$ cat src/hdl/brt_pkg.sv
// Package for the bucketed record table: codes, record layout, default sizes.
// No dependencies; every other file in hdl/ imports it.
package brt_pkg;

	localparam int DEF_BUCKETS = 32;
	localparam int DEF_WAYS    = 16;

	typedef enum logic [1:0] {
		OP_ADD    = 2'd0,
		OP_UPDATE = 2'd1,
		OP_FIND   = 2'd2,
		OP_DELETE = 2'd3
	} op_t;

	typedef enum logic [1:0] {
		ST_OK       = 2'd0,
		ST_MISS     = 2'd1,
		ST_EVICT    = 2'd2,
		ST_RESERVED = 2'd3
	} status_t;

	typedef enum logic [3:0] {
		S_IDLE,
		S_MOD,
		S_MRD,
		S_MWT,
		S_SCAN,
		S_WREC,
		S_RDLAST,
		S_MOVE,
		S_FIN
	} state_t;

	// scan flavors: find the highest matching slot, pick a victim, recompute max rank
	typedef enum logic [1:0] {
		M_LOCATE,
		M_VICTIM,
		M_MAX
	} mode_t;

	typedef struct packed {
		logic [31:0] hash;
		logic [31:0] rank;
		logic [31:0] data_loc;
		logic [31:0] meta_loc;
	} rec_t;

endpackage

$ cat src/hdl/brt_ram.sv
// Generic simple dual-port RAM: one write port, one registered read port.
// Depends on brt_pkg only by house convention.
module brt_ram
	import brt_pkg::*;
#(
	parameter int WIDTH = 32,
	parameter int DEPTH = 32
) (
	input  logic                     clk,
	input  logic                     we,
	input  logic [$clog2(DEPTH)-1:0] waddr,
	input  logic [WIDTH-1:0]         wdata,
	input  logic                     re,
	input  logic [$clog2(DEPTH)-1:0] raddr,
	output logic [WIDTH-1:0]         rdata
);

	logic [WIDTH-1:0] mem [DEPTH];
	logic [WIDTH-1:0] rdata_q;

	always_ff @(posedge clk) begin
		if (we) begin
			mem[waddr] <= wdata;
		end
		if (re) begin
			rdata_q <= mem[raddr];
		end
	end

	assign rdata = rdata_q;

endmodule

$ cat config.mk
export PLATFORM = sky130hd
export DESIGN_NAME = brt_ram
export DESIGN_NICKNAME = d
export VERILOG_FILES = /design/src/hdl/brt_pkg.sv /design/src/hdl/brt_ram.sv
export SDC_FILE = /design/constraint.sdc
export NUM_CORES = 1
export LEC_CHECK = 0
export BUFFER_PORTS_ARGS = -buffer_cell sky130_fd_sc_hd__buf_4
export CAP_MARGIN = 25
export CORE_ASPECT_RATIO = 0.7
export CORE_MARGIN = 5
export CORE_UTILIZATION = 25
export DETAILED_ROUTE_END_ITERATION = 8
export GPL_TIMING_DRIVEN = 1
export HOLD_SLACK_MARGIN = 0.02
export SLEW_MARGIN = 20
export SYNTH_ARGS = -nofsm -noshare
export SYNTH_HDL_FRONTEND = slang
export SYNTH_SLANG_ARGS = --single-unit
$ cat constraint.sdc
create_clock -name clk -period 3 [get_ports clk]
set_input_delay 0.45 -clock clk [delete_from_list [all_inputs] [get_ports clk]]
set_output_delay 0.45 -clock clk [all_outputs]
set_load 0.005 [all_outputs]
==> impl_metrics.env <==
export IMPL_outcome="completed"
export IMPL_ff2ff_path_depth=5
export IMPL_synth_seq_cells=1056
export IMPL_core_um2=163000
export IMPL_fmax_mhz=525
export IMPL_drt_initial_drc_count=2392
export IMPL_firstDrtPassIters=5
export IMPL_cp_max_fo=1
export IMPL_clock_root_buffer="clkbuf_16"
export IMPL_finalInstanceArea_um2=48100
export IMPL_fillerInstances=15900
export IMPL_register_area_um2=31700
export IMPL_skew_ns=0.0397
export IMPL_yosysWarnings=0
export IMPL_p_seq_share_pct=54.7
export IMPL_slowest_delay_ns=0.54
export IMPL_cp_arrival_ns=1.45
export IMPL_p_leak_nw=16.3
export IMPL_die_area_um2=172000
export IMPL_cp_end_kind="output port"
export IMPL_crit_type="flip-flop to output port"
export IMPL_via_per_inst=4.65
export IMPL_die_w_um=493
export IMPL_start_util_pct=25.1
export IMPL_hp_class="primary input to flip-flop"
export IMPL_numPortBuffers=76
export IMPL_gp_congestion=0.743
export IMPL_cts_tree="done"
export IMPL_fin_crit_sh_pct=63.5
export IMPL_num_vias=21600
export IMPL_multiInputGateArea_um2=8610
export IMPL_rows=124
export IMPL_path_clk_slew_ns=0.07
export IMPL_insertion_delay_ns=0.71
export IMPL_critical_path_buf_inv_count=1
export IMPL_drive_gt1_share_pct=15.3
export IMPL_grt_max_degree=56
export IMPL_r2r_slack_ns=1.42
export IMPL_final_cells=4644
export IMPL_cts_inserted_buffers=88
export IMPL_cts_max_level=3
export IMPL_grt_overflow=0
export IMPL_track_usage_pct=12.4
export IMPL_dp_hpwl_mm=61.1
export IMPL_post_cts_setup_buffer_count=0
export IMPL_netlist_area_um2=40800
export IMPL_cts_resized_gates=0
export IMPL_cts_buffer_depth=3
export IMPL_slew_headroom_pct=35.4
export IMPL_synth_cells=2260
export IMPL_hold_viol_final=0
export IMPL_rsz0062_at_grt="false"
export IMPL_cts_hold_repair_buffers=0
export IMPL_die_y_um=348
export IMPL_final_max_slew_violation_count=0
export IMPL_ioPinCount=77
export IMPL_p_sw_share_pct=22.1
export IMPL_detail_route_antenna_nets=0
export IMPL_holdPathStages=1
export IMPL_grt_pass1_vias=20800
export IMPL_clockPowerShare_pct=39.9
export IMPL_hold_end="mem[30][12]"
export IMPL_tightestPinTransition_ns=0.969
export IMPL_fin_tns_setup_ns=0
export IMPL_synth_cell_type_count=24
export IMPL_crit_slowest_cell="edfxtp_1"
export IMPL_area_growth_pct=17.9
export IMPL_antenna_found_initial=9
export IMPL_setup_violations=0
export IMPL_ir_worst_vdd_uv=475
export IMPL_drc=0
export IMPL_maxCapViolCount=0
export IMPL_start_kind="flip-flop"
export IMPL_power_switching_w=0.00666
export IMPL_syn_area_per_cell_um2=18.1
export IMPL_place_inst=4479
export IMPL_r2r_end="rdata[15]"
export IMPL_cts_sinks=1056
export IMPL_worstHoldStart="wdata[12]"
export IMPL_wl_mm=109
export IMPL_powerDensity_nw_per_um2=628
export IMPL_rr_startpoint="mem[2][15]"
export IMPL_place_area_um2=45100
export IMPL_post_place_ws_ns=0.543
export IMPL_setup_ws_ns=1.10
export IMPL_syn_nets=2305
export IMPL_p_int_w=0.0236
export IMPL_fin_crit_ns=1.90
export IMPL_grt_pass1_wl_mm=155
export IMPL_ys_seq_area_share_pct=77.7
export IMPL_pwr_share_comb_pct=5.4
export IMPL_critPathRequiredTime_ns=2.55
export IMPL_path_cells="buf_4"
export IMPL_hold_ws_ns=0.146
export IMPL_routedWlPerCell_um=23.5
export IMPL_final_nets=2472
export IMPL_critPathTopFamily="flip-flops"
## layer usage
layer	part of all wire [%]	routed length, um	vias to the layer above	global-route usage, %
met5	0.038	41	-	0
met4	1.5	1680	6	2.29
met3	7.6	8300	124	2.64
met2	43	46900	829	18.0
met1	48	52200	11300	19.0
li1	-	-	9336	-
## metrics by stage
step                      utilization [%]  power, W
after global placement               27.7    0.0185
final                                29.6    0.0302
after CTS                            29.6    0.0305
after floorplan                         -    0.0177
after global routing                 29.6    0.0312
after detailed placement             27.7    0.0185
## cell usage in the layout, fill, tap and decap left out, types with 3 or more instances in the layout
cell type   instances
clkinv_1           19
clkbuf_16          88
mux2i_1           512
bufinv_16          12
nor2_4             33
clkbuf_1            8
edfxtp_1         1056
a22o_1             64
clkinv_2           22
nand2_1            97
a22oi_1            96
nand3_1            98
a21oi_1            96
clkinvlp_4          4
buf_12             47
clkinv_16           4
nor3_1             32
a31oi_1            32
or3b_2              3
buf_4             156
nand3b_1            5
diode_2             3
## worst max path at each step
stage                          from          to  slack, ns  depth (start not counted)
final                     rdata[31]   rdata[31]       1.10                          1
after floorplan            waddr[1]  mem[12][0]       0.12                          3
after detailed placement   raddr[1]   rdata[16]       0.54                          8
after global routing      rdata[31]   rdata[31]       1.05                          1
after global placement     raddr[0]   rdata[24]       0.57                          7
after CTS                 rdata[31]   rdata[31]       1.04                          1
## power groups by stage
stage	clock, W	combinational [W]	sequential (W)
final	0.0121	0.00164	0.0165
after floorplan	0	0.000848	0.0168
after global placement	0	0.00162	0.0169
after CTS	0.0123	0.00165	0.0165
after detailed placement	0	0.00164	0.0169
after global routing	0.0129	0.00175	0.0165
## flip-flops by register name (all words and copies together) (netlist names)
| register | cells |
|---|---|
| rdata | 32 |
| mem | 1024 |
## cell families after synthesis
| logic type | Yosys count | share of synthesized area (%) |
|---|---|---|
| flip-flops | 1056 | 77.7 |
| AND/OR/NAND/NOR | 277 | 3.08 |
| AO/OA/AOI/OAI | 288 | 4.81 |
| multiplexers | 512 | 12.6 |
| buffers and inverters | 127 | 1.85 |
## final cells by class
class	instances	share of cell area, %
Antenna cell	3	0.0156
Clock buffer	96	4.64
Clock inverter	66	1.58
Multi-Input combinational cell	1077	17.9
Sequential cell	1056	65.9
Tap cell	2142	5.57
Timing Repair Buffer	204	4.42
## cell usage after synthesis, drive strengths merged
library cell | n | area [um2]
a21oi | 96 | 480
a22o | 64 | 561
a22oi | 96 | 721
a31oi | 32 | 200
and2 | 1 | 6.26
and2b | 1 | 7.51
buf | 79 | 566
clkbuf | 48 | 188
edfxtp | 1056 | 31700
mux2i | 512 | 5120
nand2 | 98 | 368
nand2b | 2 | 12.5
nand3 | 98 | 490
nand3b | 5 | 37.5
nor2 | 34 | 128
nor2b | 1 | 6.26
nor3 | 32 | 160
or2 | 1 | 6.26
or3 | 1 | 6.26
or3b | 3 | 26.3
(Power assumes the default switching activity.)
