`config.mk`:
```
export PLATFORM = sky130hd
export DESIGN_NAME = brt_bucket_mod
export DESIGN_NICKNAME = d
export VERILOG_FILES = /design/src/hdl/brt_pkg.sv /design/src/hdl/brt_bucket_mod.sv
export SDC_FILE = /design/constraint.sdc
export NUM_CORES = 1
export LEC_CHECK = 0
export ABC_AREA = 1
export ABC_CLOCK_PERIOD_IN_PS = 900
export BUFFER_PORTS_ARGS = -buffer_cell sky130_fd_sc_hd__clkbuf_2
export CAP_MARGIN = 10
export CORE_UTILIZATION = 30
export DETAILED_ROUTE_END_ITERATION = 8
export PLACE_DENSITY = 0.8
export REMOVE_ABC_BUFFERS = 1
export SLEW_MARGIN = 20
export SYNTH_ARGS = -nofsm -noshare
export SYNTH_HDL_FRONTEND = slang
export SYNTH_SLANG_ARGS = --single-unit
```
`constraint.sdc`:
```
create_clock -name clk -period 0.9 [get_ports clk]
set_input_delay 0.09 -clock clk [delete_from_list [all_inputs] [get_ports clk]]
set_output_delay 0.09 -clock clk [all_outputs]
set_load 0.01 [all_outputs]
```
`src/hdl/brt_pkg.sv`:
```
// Package for the bucketed record table: codes, record layout, default sizes.
// No dependencies; every other file in hdl/ imports it.
package brt_pkg;

	localparam int DEF_BUCKETS = 32;
	localparam int DEF_WAYS    = 16;

	typedef enum logic [1:0] {
		OP_ADD    = 2'd0,
		OP_UPDATE = 2'd1,
		OP_FIND   = 2'd2,
		OP_DELETE = 2'd3
	} op_t;

	typedef enum logic [1:0] {
		ST_OK       = 2'd0,
		ST_MISS     = 2'd1,
		ST_EVICT    = 2'd2,
		ST_RESERVED = 2'd3
	} status_t;

	typedef enum logic [3:0] {
		S_IDLE,
		S_MOD,
		S_MRD,
		S_MWT,
		S_SCAN,
		S_WREC,
		S_RDLAST,
		S_MOVE,
		S_FIN
	} state_t;

	// scan flavors: find the highest matching slot, pick a victim, recompute max rank
	typedef enum logic [1:0] {
		M_LOCATE,
		M_VICTIM,
		M_MAX
	} mode_t;

	typedef struct packed {
		logic [31:0] hash;
		logic [31:0] rank;
		logic [31:0] data_loc;
		logic [31:0] meta_loc;
	} rec_t;

endpackage

```
`src/hdl/brt_bucket_mod.sv`:
```
// Hash to bucket index: remainder by BUCKETS through a reciprocal multiply.
// Depends on brt_pkg.
module brt_bucket_mod
	import brt_pkg::*;
#(
	parameter int BUCKETS = DEF_BUCKETS
) (
	input  logic                       clk,
	input  logic                       arst_n,
	input  logic                       start,
	input  logic [31:0]                hash,
	output logic                       done,
	output logic [$clog2(BUCKETS)-1:0] bucket
);

	localparam int RW = $clog2(BUCKETS);
	localparam int SH = 32 + RW;
	// rounded-up reciprocal, exact quotient for every 32-bit hash
	localparam logic [63:0] MAGIC = ((64'd1 << SH) + 64'(BUCKETS) - 64'd1) / 64'(BUCKETS);
	localparam logic [16:0] M_LO  = MAGIC[16:0];
	localparam logic [15:0] M_HI  = MAGIC[32:17];

	logic [1:0]    step_q;
	logic [31:0]   h_q, q_q, qb;
	logic [48:0]   plo_q;
	logic [47:0]   phi_q;
	logic [65:0]   prod, quo;
	logic [RW-1:0] rem_q;

	assign prod = {1'b0, phi_q, 17'd0} + {17'd0, plo_q};
	assign quo  = prod >> SH;
	assign qb   = q_q * 32'(BUCKETS);

	always_ff @(posedge clk or negedge arst_n) begin
		if (!arst_n) begin
			step_q <= '0;
		end else if (start) begin
			step_q <= 2'd1;
		end else if (step_q != 2'd0) begin
			step_q <= step_q + 2'd1;
		end
	end

	// step 1: partial products, step 2: quotient, step 3: remainder
	always_ff @(posedge clk) begin
		if (start) begin
			h_q <= hash;
		end
		unique case (step_q)
			2'd1: begin
				plo_q <= 49'(h_q) * 49'(M_LO);
				phi_q <= 48'(h_q) * 48'(M_HI);
			end
			2'd2: q_q <= quo[31:0];
			2'd3: rem_q <= h_q[RW-1:0] - qb[RW-1:0];
			default: ;
		endcase
	end

	assign done   = (step_q == 2'd0);
	assign bucket = rem_q;

endmodule

```
==> results of run 1 <==
==> kinds of logic (layout without fill, tap and decap cells) <==
logic type                 Yosys count  after routing  share of synthesized area (%)
DFF                                 12             12                           84.1
adders and majority gates            2              2                           6.01
buffers and inverters                4             30                           3.60
and+or+nand+nor                      6              6                           6.31
==> timing repair <==
action | 4_1_cts | 5_1_grt
endpoints found under the hold margin | 7 | 0
gates resized for setup | 3 | 5
pin swaps | 1 | 1
buffers inserted | 3 | 0
setup endpoints to repair | 8 | 9
hold buffers | 6 | 0
==> worst paths after layout <==
kind,startpoint,to
max,step_q[0],done
max in group asynchronous,arst_n,step_q[0]
max reg2reg,step_q[0],step_q[0]
min in group asynchronous,arst_n,step_q[1]
min,start,h_q[2]
min reg2reg,h_q[1],bucket[1]
==> report_power, final <==
part	leakage [nW]	switching (mW)	internal [mW]
Clock	0.0154	0.162	0.160
Combinational	0.141	0.244	0.262
Sequential	0.119	0.0469	0.736
==> flip-flops by register name, indices dropped and copies added (netlist names) <==
| register | cells |
|---|---|
| bucket | 5 |
| h_q | 5 |
| step_q | 2 |
==> critical path: cells and delay by family (launching register included) <==
family | cells | cell delay, ns
flip-flops | 1 | 0.40
adder cells (fa/ha/maj) | 1 | 0.14
buffers and inverters | 2 | 0.17
==> cells in the final DEF, fill, tap and decap left out <==
cell / instances
clkbuf_2: 12
edfxtp_1: 10
dlygate4sd3_1: 6
nand2_1: 3
nand3_1: 3
clkbuf_4: 3
buf_4: 3
inv_2: 2
inv_1: 2
ha_4: 2
dfrtp_1: 2
clkinv_1: 1
buf_6: 1
==> layout make-up <==
cell class | instances | share of cell area, %
multi-input combinational | 8 | 11.9
inverter | 4 | 2.34
tap | 15 | 2.93
clock buffer | 3 | 3.52
timing repair buffer | 22 | 24.0
sequential | 12 | 54.7
clock inverter | 1 | 0.586
==> metal layers <==
layer	up-vias	GRT usage [%]	share of wire (%)	routed length [um]
met1	122	11.9	36	245
met5	-	0	0	0
li1	135	-	-	-
met3	0	3.41	9.2	62
met2	14	18.8	54	363
met4	0	7.76	0	0
==> stage by stage <==
step           hold WS, ns  util [%]  worst slack (ns)
2_1_floorplan       -0.206         -           -0.0795
3_3_place_gp        -0.121      38.5           -0.0560
3_5_place_dp        -0.121      38.5           -0.0842
4_1_cts              0.120      48.0            -0.223
5_1_grt              0.139      49.2            -0.201
6_report             0.127      49.2            -0.169
==> impl_metrics.tcl, run 1 <==
set metrics [dict create \
    status "finished, violations left" \
    failed_checks "setup timing" \
    cts-root-to-sink-buffers 2 \
    yosysMostFrequentCell "edfxtp_1" \
    postLayoutSetupSlackWorst_ns -0.169 \
    crit_path_cell_trace "inv_2 > ha_4 > buf_6" \
    postSynthRegisterBits 12 \
    netlist.top_cell.by_area "edfxtp_1" \
    final-hold-violation-count 0 \
    design.portCount 41 \
    clock_latency_late_sink_ns 0.26 \
    timing_max_transition_violations_final 0 \
    maxClockFrequency_ghz 0.935 \
    worstPathMaxFanout 2 \
    numCtsBuffers 3 \
    grt_antenna_before_repair 0 \
    critPathRequiredTime_ns 0.81 \
    synth_area_um2 417 \
    warnings_from_yosys 0 \
    finalCritPeriodShare_pct 119 \
    fillCellCount 125 \
    ranking_of_synthesized_cells_by_area "edfxtp_1, dfrtp_1, ha_1, nand3_1, inv_1" \
    avgSynthCellArea_um2 17.4 \
    yosys.cell_types.count 6 \
    fin_crit_ns 1.07 \
    initial_core_util_pct 32.0 \
    route.detailed.wl_per_inst_um 10.3 \
    fin_tns_setup_ns -0.699 \
    route.vias.total 271 \
    finish.net_count 88 \
    core_area_um2 1300 \
    place.port_buffers 13 \
    area.sequential_um2 350 \
    cp_max_stage_delay_ns 0.40 \
    first_pass_iters 4 \
    power-per-cell-area_nw_per_um2 2520 \
    fraction_of_the_yosys_area_taken_by_sequential_cells_pct 84.1 \
    die_area_um2 1540 \
    register_clock_pin_slew_on_the_reported_worst_setup_and_hold_paths_ns 0.07 \
    hold_crit_path_type "in2reg" \
    setup_failing_eps_final 8 \
    drt_via_density 4.17 \
    ff2ff_setup_slack_ns -0.11 \
    timing.critical_path.arrival_ns 0.98 \
    multi_input_comb_area_um2 76.3 \
    cts_root_buffer "clkbuf_4" \
    post_synth_most_frequent_cells "edfxtp_1, inv_1, nand2_1, nand3_1" \
    dpl_cell_area_um2 500 \
    timing.slew.headroom_pct 90.7 \
    cts.sink_count 12 \
    synth_enable_flop_cells 10 \
    antenna_cells 0 \
    p_leak_nw 0.276 \
    synth_largest_type_area_fraction_pct 72.1 \
    initialDrtViolationCount 2 \
    synthesized_instance_count 24 \
    tightestPinTransition_ns 0.139 \
    globalRouteOverflowTotal 0 \
    post_layout_nonfiller_instances 65 \
    final_layout_size_suffix_gt1_share_pct 46.0 \
    wl_um 672 \
    place_congestion 0.631 \
    holdPathStages 1 \
    grt_start_max_net_pins 8 \
    area_growth_pct 53.8 \
    grt_first_pass_wirelength_um 1050 \
    std_cell_rows 13 \
    crit_path_top_delay_cell "dfrtp_1" \
    maxCapViolations 0 \
    peakVddDrop_mv 1.31 \
    die_x_extent_um 39.3 \
    post-place-cells 52 \
    timing.critical_path.to_type "output port" \
    drt_drc_violations_left 0 \
    critPathLaunchType "flop" \
    post-route-cell-area_um2 641 \
    fin_worst_skew_ns 0.00164 \
    timing.setup.critical_path_class "reg2out" \
    number_of_global_route_vias_before_repair 272 \
    die_h_um 39.3 \
    h-tree-depth 1 \
    rsz0062_at_grt "yes" \
    postSynth.topFlopCell "edfxtp_1" \
    dp_hpwl_um 412 \
    synth_async_sr_flop_share_pct 16.7 \
    total_power_draw_mw 1.61 \
    groute.usage.overall_pct 11.2 \
    tritoncts "done" \
    r2r_cells 6 \
    drt.antenna.violating_nets 0 \
]
(Power assumes the default switching activity.)
==> inputs of run 2 (changes only) <==
--- a/config.mk
+++ b/config.mk
@@ -6,12 +6,13 @@
 export NUM_CORES = 1
 export LEC_CHECK = 0
 export ABC_AREA = 1
-export ABC_CLOCK_PERIOD_IN_PS = 900
+export ABC_CLOCK_PERIOD_IN_PS = 1000
 export BUFFER_PORTS_ARGS = -buffer_cell sky130_fd_sc_hd__clkbuf_2
 export CAP_MARGIN = 10
-export CORE_UTILIZATION = 30
+export CORE_AREA = 2 2 39 41
 export DETAILED_ROUTE_END_ITERATION = 8
-export PLACE_DENSITY = 0.8
+export DIE_AREA = 0 0 41 43
+export PLACE_DENSITY = 0.79
 export REMOVE_ABC_BUFFERS = 1
 export SLEW_MARGIN = 20
 export SYNTH_ARGS = -nofsm -noshare
==> constraint.sdc (replaced) <==
create_clock -name clk -period 1 [get_ports clk]
set_input_delay 0.1 -clock clk [delete_from_list [all_inputs] [get_ports clk]]
set_output_delay 0.1 -clock clk [all_outputs]
set_load 0.01 [all_outputs]
==> run 2 against run 1 <==
  * The flow still finishes with violations (setup timing)
  * Flip-flop and latch count unchanged
  * Global-route usage decreased by 3.2 points
  * Clock skew up 0.0017 ns
  * Setup slack improved by 0.087 ns
  * Sequential share of layout area is 5.5 points higher
  * Cell count fell by 6.2%
  * Via count decreased by 9.6%
  * Worst hold slack lost 0.11 ns
  * Wire length decreased by 20%
  * Critical endpoint unchanged
  * Largest cell class unchanged
  * Largest power group unchanged
  * Highest routed layer unchanged
==> impl_metrics.tcl, run 2 (same netlist as run 1, synthesis figures left out) <==
set metrics [dict create \
    status "finished, violations left" \
    failed_checks "setup timing" \
    multi_input_comb_area_um2 66.3 \
    tightestPinTransition_ns 0.137 \
    die_h_um 43 \
    grt_antenna_before_repair 0 \
    route.vias.total 245 \
    rsz0062_at_grt "yes" \
    tritoncts "done" \
    first_pass_iters 2 \
    route.detailed.wl_per_inst_um 8.84 \
    die_x_extent_um 41 \
    final_layout_size_suffix_gt1_share_pct 53.3 \
    drt_drc_violations_left 0 \
    std_cell_rows 14 \
    grt_first_pass_wirelength_um 910 \
    p_leak_nw 0.252 \
    timing.slew.headroom_pct 90.9 \
    fin_worst_skew_ns 0.00331 \
    dpl_cell_area_um2 502 \
    worstPathMaxFanout 3 \
    drt_via_density 4.02 \
    finalCritPeriodShare_pct 108 \
    h-tree-depth 1 \
    wl_um 539 \
    cts_root_buffer "clkbuf_4" \
    dp_hpwl_um 408 \
    post-route-cell-area_um2 582 \
    finalCoreUtilization_pct 42.0 \
    register_clock_pin_slew_on_the_reported_worst_setup_and_hold_paths_ns 0.07 \
    place_worst_setup_slack_ns 0.00358 \
    initial_core_util_pct 30.1 \
    top_library_cells_by_usage_in_the_layout_fill_and_taps_aside "clkbuf_2, edfxtp_1" \
    timing_max_transition_violations_final 0 \
    core_area_um2 1380 \
    peakVddDrop_mv 0.859 \
    final_common_cell "clkbuf_2" \
    post-place-cells 53 \
    initialDrtViolationCount 4 \
    globalRouteOverflowTotal 0 \
    critPathLaunchType "flop" \
    numCtsBuffers 3 \
    timing.setup.critical_path_class "reg2out" \
    design.portCount 41 \
    timing.critical_path.arrival_ns 0.98 \
    setup_failing_eps_final 6 \
    area.sequential_um2 350 \
    postLayoutSetupSlackWorst_ns -0.0820 \
    cts.sink_count 12 \
    cts-root-to-sink-buffers 2 \
    clock_latency_late_sink_ns 0.26 \
    critPathRequiredTime_ns 0.90 \
    finish.net_count 83 \
    die_area_um2 1760 \
    place_congestion 0.616 \
    number_of_global_route_vias_before_repair 234 \
    final-hold-violation-count 0 \
    groute.usage.overall_pct 7.99 \
    fillCellCount 134 \
    fin_tns_setup_ns -0.152 \
    hold_crit_path_type "in2reg" \
    power-per-cell-area_nw_per_um2 2380 \
    drt.antenna.violating_nets 0 \
    antenna_cells 0 \
    place.port_buffers 13 \
    post_layout_nonfiller_instances 61 \
    timing.critical_path.to_type "output port" \
    maxClockFrequency_ghz 0.924 \
    maxCapViolations 0 \
    fin_crit_ns 1.08 \
    grt_start_max_net_pins 8 \
    area_growth_pct 39.6 \
]
-- run 2: cell types whose count changed in the layout (fill, tap and decap cells not counted), sizes merged --
| cell | previous run | this run |
|---|---|---|
| dlygate4sd3 | 6 | 1 |
| clkbuf | 15 | 16 |
| clkinv | 1 | 0 |
-- run 2: power by group --
group | switching [mW] | internal [mW] | leakage [nW]
Combinational | 0.190 | 0.197 | 0.118
Clock | 0.136 | 0.154 | 0.0150
Sequential | 0.0467 | 0.662 | 0.119
Total | 0.372 | 1.01 | 0.252
-- run 2: path summary, 6_finish.rpt --
kind                           start         to  slack, ns  depth (start not counted)
hold reg to reg               h_q[1]  bucket[1]       0.42                          0
min in group asynchronous     arst_n  step_q[1]       0.17                          2
hold / removal               hash[2]     h_q[2]       0.01                          1
setup / recovery           step_q[1]       done      -0.08                          3
max in group asynchronous     arst_n  step_q[0]       0.74                          2
setup reg to reg           step_q[0]  bucket[3]      -0.02                          2
-- run 2: per-layer routing --
| metal | track usage, % | vias to the layer above | wire [um] |
|---|---|---|---|
| li1 | - | 124 | - |
| met1 | 9.28 | 114 | 201 |
| met2 | 12.2 | 7 | 297 |
| met3 | 1.57 | 0 | 41 |
| met4 | 6.00 | 0 | 0 |
| met5 | 0 | - | 0 |
-- run 2: cell type report --
cell class / instances / area share, %
repair buffers: 17 / 17.8
flip-flops and latches: 12 / 60.2
clock buffers: 4 / 4.52
well taps: 16 / 3.44
inverters: 4 / 2.58
multi-input cells: 8 / 11.4
-- run 2: metrics by stage --
stage | power, mW | hold slack [ns]
floorplan | 0.871 | -0.196
global placement | 0.957 | -0.111
detailed placement | 0.978 | -0.112
CTS | 1.35 | 0.00424
global route | 1.49 | 0.00600
finish | 1.39 | 0.0149
-- run 2: critical path: stages, from the launching register on --
cell and delay [ns]:
dfrtp_1 0.40, inv_2 0.06, ha_4 0.16, buf_6 0.11
-- run 2: repair_timing --
item / CTS / global route
setup endpoints to repair: 3 / 8
hold buffers: 1 / 0
gates resized for setup: 4 / 4
setup buffers: 2 / 1
hold endpoints to repair: 2 / 0
pin swaps: 1 / 1
==> inputs of run 3 (changes only) <==
--- a/config.mk
+++ b/config.mk
@@ -14,7 +14,7 @@
 export DIE_AREA = 0 0 41 43
 export PLACE_DENSITY = 0.79
 export REMOVE_ABC_BUFFERS = 1
-export SLEW_MARGIN = 20
+export SLEW_MARGIN = 25
 export SYNTH_ARGS = -nofsm -noshare
 export SYNTH_HDL_FRONTEND = slang
 export SYNTH_SLANG_ARGS = --single-unit
==> constraint.sdc (replaced) <==
create_clock -name clk -period 1 [get_ports clk]
set_input_delay 0.2 -clock clk [delete_from_list [all_inputs] [get_ports clk]]
set_output_delay 0.2 -clock clk [all_outputs]
set_load 0.01 [all_outputs]
==> run 3 against run 2 <==
  * The flow still finishes with violations (setup timing)
  * Wire length fell by 0.37%
  * Maximum frequency shrank 8.1%
  * Design area down 0.43%
  * Clock skew barely moved
  * Worst hold slack improved by 0.10 ns
  * Clock power about the same
  * Via count is the same
  * Critical path depth unchanged
  * Sequential power about the same
  * Flip-flop and latch count is the same
  * Utilization down 0.18 points
==> impl_metrics.tcl, run 3 (same netlist as run 1, synthesis figures left out) <==
set metrics [dict create \
    status "finished, violations left" \
    failed_checks "setup timing" \
    fin_worst_skew_ns 0.00338 \
    first_pass_iters 2 \
    tritoncts "done" \
    total_power_draw_mw 1.38 \
    grt_first_pass_wirelength_um 910 \
    die_h_um 43 \
    hold_crit_path_type "in2reg" \
    place_worst_setup_slack_ns -0.0335 \
    h-tree-depth 1 \
    postLayoutSetupSlackWorst_ns -0.178 \
    globalRouteOverflowTotal 0 \
    final_common_cell "clkbuf_2" \
    numCtsBuffers 3 \
    fillCellCount 133 \
    finalCritPeriodShare_pct 118 \
    critPathLaunchType "flop" \
    wl_um 537 \
    grt_start_max_net_pins 8 \
    timing.slew.headroom_pct 86.0 \
    critPathRequiredTime_ns 0.80 \
    place_congestion 0.616 \
    p_leak_nw 0.254 \
    die_x_extent_um 41 \
    drt.antenna.violating_nets 0 \
    initial_core_util_pct 30.1 \
    place.port_buffers 13 \
    groute.usage.overall_pct 7.99 \
    timing.setup.critical_path_class "reg2out" \
    tightestPinTransition_ns 0.210 \
    final-hold-violation-count 0 \
    timing_max_transition_violations_final 0 \
    initialDrtViolationCount 4 \
    post-route-cell-area_um2 579 \
    rsz0062_at_grt "yes" \
    final_layout_size_suffix_gt1_share_pct 51.1 \
    antenna_cells 0 \
    cts.sink_count 12 \
    maxCapViolations 0 \
    register_clock_pin_slew_on_the_reported_worst_setup_and_hold_paths_ns 0.07 \
    timing.critical_path.arrival_ns 0.98 \
    drt_drc_violations_left 0 \
    route.detailed.wl_per_inst_um 8.80 \
    dpl_cell_area_um2 502 \
    setup_failing_eps_final 6 \
    worstPathMaxFanout 3 \
    top_library_cells_by_usage_in_the_layout_fill_and_taps_aside "clkbuf_2, edfxtp_1" \
    fin_tns_setup_ns -0.489 \
    finish.net_count 83 \
    std_cell_rows 14 \
    grt_antenna_before_repair 0 \
    drt_via_density 4.02 \
    power-per-cell-area_nw_per_um2 2380 \
    core_area_um2 1380 \
    cts-root-to-sink-buffers 2 \
    timing.critical_path.to_type "output port" \
    cts_root_buffer "clkbuf_4" \
    dp_hpwl_um 408 \
    peakVddDrop_mv 0.858 \
    design.portCount 41 \
    number_of_global_route_vias_before_repair 234 \
    clock_latency_late_sink_ns 0.26 \
    maxClockFrequency_ghz 0.849 \
    fin_crit_ns 1.18 \
    area_growth_pct 39.0 \
    route.vias.total 245 \
    die_area_um2 1760 \
]
==> run 3: cell counts in the layout (fill, tap and decap cells not counted) <==
Identical to the previous run, type by type.
==> run 3: worst max-delay path, cell delays in order, from the launching register on <==
cell and delay [ns]:
dfrtp_1 0.39, inv_2 0.06, ha_4 0.16, buf_6 0.11
==> run 3: power breakdown <==
group	switching, mW	internal (mW)	leakage, nW
clock	0.136	0.154	0.0150
sequential	0.0459	0.663	0.119
combinational	0.189	0.193	0.120
==> run 3: path summary, 6_finish.rpt <==
| kind | start | endpoint | slack (ns) | cells after the start |
|---|---|---|---|---|
| max in group asynchronous | arst_n | step_q[0] | 0.64 | 2 |
| hold reg to reg | h_q[1] | bucket[1] | 0.42 | 0 |
| setup / recovery | step_q[1] | done | -0.18 | 3 |
| min in group asynchronous | arst_n | step_q[1] | 0.27 | 2 |
| hold / removal | hash[2] | h_q[2] | 0.11 | 1 |
| setup reg to reg | step_q[0] | bucket[3] | -0.06 | 2 |
==> run 3: through the flow <==
| stage | utilization, % | hold slack [ns] | instances |
|---|---|---|---|
| after global routing | 41.9 | 0.106 | 61 |
| final | 41.9 | 0.115 | 61 |
| after global placement | 36.3 | -0.0114 | 53 |
| after detailed placement | 36.3 | -0.0122 | 53 |
| after CTS | 40.9 | 0.104 | 60 |
| after floorplan | - | -0.0956 | 24 |
==> run 3: layout make-up <==
class | instances | area [um^2] | area share [%]
multi-input combinational | 8 | 63.8 | 11.0
clock buffer | 4 | 26.3 | 4.54
sequential | 12 | 350 | 60.5
timing repair buffer | 17 | 104 | 17.9
inverter | 4 | 15.0 | 2.59
tap | 16 | 20.0 | 3.46
==> run 3: repair_timing <==
| action | 4_1_cts | 5_1_grt |
|---|---|---|
| resized for setup | 4 | 3 |
| hold endpoints to repair | 2 | 0 |
| gates cloned | 0 | 0 |
| pin swaps | 1 | 1 |
| setup buffers | 2 | 1 |
| setup endpoints to repair | 3 | 11 |
| hold buffers | 1 | 0 |
==> run 3: metal layers <==
layer	global-route usage [%]	up-vias	share of wire, %
met2	12.2	7	55
met3	1.57	0	7.6
li1	-	124	-
met1	9.28	114	37
met4	6.00	0	0
met5	0	-	0
